--- src/hdl/rkq_pkg.sv ---
package rkq_pkg;

    localparam int MaxN = 1024;
    localparam int ValueBits = 16;

    // Request codes.
    localparam logic [1:0] REQ_LOAD = 2'd0;
    localparam logic [1:0] REQ_QUERY = 2'd1;
    localparam logic [1:0] REQ_CLEAR = 2'd2;

    // Status codes.
    localparam logic [1:0] ST_OK = 2'd0;
    localparam logic [1:0] ST_BAD_RANGE = 2'd1;
    localparam logic [1:0] ST_BAD_RANK = 2'd2;
    localparam logic [1:0] ST_FULL = 2'd3;

    // Commands from the controller to the datapath.
    typedef struct packed {
        logic capture;     // latch the request and check it
        logic root_rd;     // read version roots
        logic step_rd;     // read the nodes of the current level
        logic step_wr;     // apply the current level
        logic root_wr;     // write the new version root
        logic done;        // publish the result
    } rkq_cmd_t;

    // Status from the datapath to the controller.
    typedef struct packed {
        logic is_walk;     // request needs a tree walk
        logic is_load;     // walk is a load
        logic last_level;  // current level is the leaf level
    } rkq_stat_t;

endpackage

--- src/hdl/rkq_ctrl.sv ---
module rkq_ctrl (
    input  logic              clk,
    input  logic              rst_n,
    input  logic              start,
    output logic              busy,
    input  rkq_pkg::rkq_stat_t stat,
    output rkq_pkg::rkq_cmd_t  cmd
);
    import rkq_pkg::*;

    typedef enum logic [4:0] {
        S_IDLE  = 5'b00001,
        S_CHECK = 5'b00010,
        S_READ  = 5'b00100,
        S_STEP  = 5'b01000,
        S_ROOT  = 5'b10000
    } state_t;

    state_t state_reg, state_next;

    // State register.
    always_ff @(posedge clk or negedge rst_n)
    begin
        if (!rst_n)
        begin
            state_reg <= S_IDLE;
        end
        else
        begin
            state_reg <= state_next;
        end
    end

    // Sequence: check, then per level a node read and a node update, then a root write for a load.
    always_comb
    begin
        state_next = state_reg;
        cmd = '0;
        case (state_reg)
            S_IDLE:
            begin
                if (start)
                begin
                    cmd.capture = 1'b1;
                    state_next = S_CHECK;
                end
            end
            S_CHECK:
            begin
                if (stat.is_walk)
                begin
                    cmd.root_rd = 1'b1;
                    state_next = S_READ;
                end
                else
                begin
                    cmd.done = 1'b1;
                    state_next = S_IDLE;
                end
            end
            S_READ:
            begin
                cmd.step_rd = 1'b1;
                state_next = S_STEP;
            end
            S_STEP:
            begin
                cmd.step_wr = 1'b1;
                if (stat.last_level)
                begin
                    if (stat.is_load)
                    begin
                        state_next = S_ROOT;
                    end
                    else
                    begin
                        cmd.done = 1'b1;
                        state_next = S_IDLE;
                    end
                end
                else
                begin
                    state_next = S_READ;
                end
            end
            S_ROOT:
            begin
                cmd.root_wr = 1'b1;
                cmd.done = 1'b1;
                state_next = S_IDLE;
            end
            default:
            begin
                state_next = S_IDLE;
            end
        endcase
    end

    assign busy = (state_reg != S_IDLE);

endmodule

--- config.mk ---
export PLATFORM = sky130hd
export DESIGN_NAME = rkq_ctrl
export DESIGN_NICKNAME = d
export VERILOG_FILES = /design/src/hdl/rkq_pkg.sv /design/src/hdl/rkq_ctrl.sv
export SDC_FILE = /design/constraint.sdc
export NUM_CORES = 1
export LEC_CHECK = 0
export BUFFER_PORTS_ARGS = -buffer_cell sky130_fd_sc_hd__buf_2
export CAP_MARGIN = 20
export CORE_AREA = 3 3 40 42
export CTS_CLUSTER_DIAMETER = 150
export DETAILED_ROUTE_END_ITERATION = 8
export DIE_AREA = 0 0 43 45
export PLACE_DENSITY = 0.54
export RECOVER_POWER = 50
export REMOVE_ABC_BUFFERS = 1
export SKIP_LAST_GASP = 1
export SLEW_MARGIN = 20
export SYNTH_ARGS = -nofsm -noshare
export SYNTH_HDL_FRONTEND = slang
export SYNTH_SLANG_ARGS = --single-unit
--- constraint.sdc ---
create_clock -name clk -period 2.3 [get_ports clk]
set_input_delay 0.23 -clock clk [delete_from_list [all_inputs] [get_ports clk]]
set_output_delay 0.23 -clock clk [all_outputs]
set_load 0.005 [all_outputs]
==> reports/summary.txt <==
Avg Synthesized Cell Area: 9.97 sq um
distinct cell type count after synthesis: 23
Yosys top cell by area: dfrtp_1
largest net degree at the start of global routing: 11
initial antenna violation count: 0
grt total ovfl: 0
Root Driver: clkbuf_4
Total GRT Usage: 9.06%
Post-Synth Simple-Gate Area: 39.8%
Setup Buffers After CTS: 0
vias in the first global route: 280
initial core utilization: 27.2%
GP Congestion: 0.681
setup TNS: 0 ns
P&R area growth vs syn: 24.4%
layout cell share with drive strength beyond 1: 36.0%
PortBufs: 12
Die Wd: 43 um
outcome: completed
Post-DP HPWL: 534 um
Chip Height: 45 um
Post-route DRC: 0
antenna cell count: 0
crit start category: register
DR pass1 iterations: 4
peak supply drop: 0.287 mV
TritonCTS clock tree: yes
ys async rst share: 100%
Critical Path Fanout Max: 9
Hold Path Class: in -> reg
Final Critical Period: 1.74 ns
pwr dens: 875 nW/um^2
core area: 1280 sq um
fin nets: 57
Via-to-Cell Ratio: 4.97
Slew @ Worst Pin: 0.428 ns
Final ANT Viol Nets: 0
CTS sink count: 5
cts repair resizes: 0
skew final: 0.00524 ns
worst-skew pair later-pin latency: 0.24 ns
RSZ-0062 raised after global routing: no
Synth area leaders: dfrtp_1 (29%), dfstp_2 (7.5%), and3_1 (7.2%)
sequential fraction of the synthesis area: 36.2%
Internal: 0.251 mW
CTS HTree Levels: 1
initial DRC count: 4
Setup crit end kind: primary output
Pleak: 0.233 nW
Final Max Slew Viols: 0
wire per inst: 12.3 um
final hold slack: 0.255 ns
CTS max path bufs: 2
Setup Viol. Count Final: 0
max FFs per register: 5
CTS Buf Count: 3
largest family of logic cells by synthesized area: simple AND/OR/NAND/NOR gates
num rows: 13
EDFF count, synth: 0
Setup CP Type: reg -> out
critical path required time: 2.07 ns
XOR/XNOR Fraction of Synth Area: 0%
Synth Flop Type: dfrtp_1
die area: 1940 sq um
Sequential Power Share: 39.6%
Syn Inst Count: 35
Fin. Hold Viols: 0
clk slew on worst S/H paths: 0.04 ns
Clk pwr share: 26.1%
top-area cell type share of the netlist area: 28.7%
first-pass GRT wire length: 1170 um
post-synthesis register bit count: 5
Compound-Gate Fraction of Synth Area: 15.4%
vias after detailed routing: 323
commonest cells in the netlist: and3_1 (4), dfrtp_1 (4)
Switching Share: 34.0%
highest clock rate: 0.575 GHz
Post-Synth Adder-Cell Area: 0%
Post-Syn Area: 349 sq um
Ports: 13
total power: 0.380 mW
WL final: 801 um
synth warn: 0
Logic pwr share: 34.3%
crit path DAT: 1.51 ns
Slew HR: 71.2%
Final period util: 75.7%
Max-Cap Viols: 0
NetSw: 0.129 mW
mux cell area share after synthesis: 0%
[cells by family (layout without fill, tap and decap cells)]
family / after synthesis / count (layout)
flip-flops: 5 / 5
AND/OR/NAND/NOR: 19 / 19
buffers and inverters: 4 / 19
AO/OA/AOI/OAI: 7 / 7
[power by group through the flow]
stage / Combinational, mW / Clock [mW] / Sequential [mW]
4_1_cts: 0.133 / 0.103 / 0.152
5_1_grt: 0.144 / 0.108 / 0.155
2_1_floorplan: 0.0905 / 0 / 0.140
3_5_place_dp: 0.129 / 0 / 0.153
6_report: 0.130 / 0.0992 / 0.151
3_3_place_gp: 0.129 / 0 / 0.153
[metrics by stage]
step	utilization (%)	std cells	setup slack [ns]	area [sq um]
after CTS	34.4	65	0.543	442
after global routing	33.8	65	0.483	434
after global placement	31.5	60	0.795	405
after detailed placement	31.5	60	0.810	405
after floorplan	-	33	1.00	327
final	33.8	65	0.560	434
[critical path, cell delays in order, from the launching register on]
cell      delay [ns]
dfrtp_1         0.45
nand2b_2        0.23
o32ai_1         0.31
o211a_1         0.17
buf_2           0.10
[area by class of cell]
class | instances | area [sq um]
fill | 138 | 851
timing repair buffer | 13 | 68.8
multi-input combinational | 26 | 186
tap | 15 | 18.8
sequential | 5 | 126
inverter | 2 | 7.51
clock buffer | 4 | 26.3
[cell usage in the layout, fill, tap and decap left out]
cell	Yosys	final
nor4_1	1	2
clkbuf_4	0	3
o211a_1	1	1
dfrtp_1	4	4
a221o_1	1	1
and3_1	4	4
nand2b_2	1	1
nor2_2	1	1
clkbuf_1	0	2
and2b_2	1	1
nor4bb_1	2	2
o22ai_1	1	1
dlygate4sd3_1	0	1
buf_2	0	11
dfstp_2	1	1
nor4b_1	1	1
and3b_1	2	2
inv_1	2	2
nor2_1	1	1
o311ai_1	1	1
o21ai_0	2	2
o32ai_1	1	1
nand2_1	2	2
or2b_1	1	1
nand2b_1	1	1
[timing repair]
item | 4_1_cts | 5_1_grt
hold buffers | 1 | 0
endpoints found under the setup margin | 0 | 0
hold endpoints to repair | 5 | 0
[final timing paths]
| path | from | end | slack, ns | cells past startpoint |
|---|---|---|---|---|
| worst max register to register | state_reg[0] | state_reg[0] | 0.89 | 3 |
| worst max-delay path | state_reg[1] | cmd[0] | 0.56 | 4 |
| worst min register to register | state_reg[0] | state_reg[1] | 0.60 | 1 |
| max in group asynchronous | rst_n | state_reg[0] | 1.68 | 2 |
| worst min-delay path | stat[1] | state_reg[4] | 0.25 | 2 |
| min in group asynchronous | rst_n | state_reg[3] | 0.36 | 2 |
[metal layers]
layer	vias to the layer above	wire, um	GRT usage (%)
met5	-	0	0
met4	0	19	10.8
met3	2	61	3.59
met2	15	332	11.7
met1	141	387	10.3
li1	165	-	-
No activity file was read; power rests on OpenSTA's default activity.
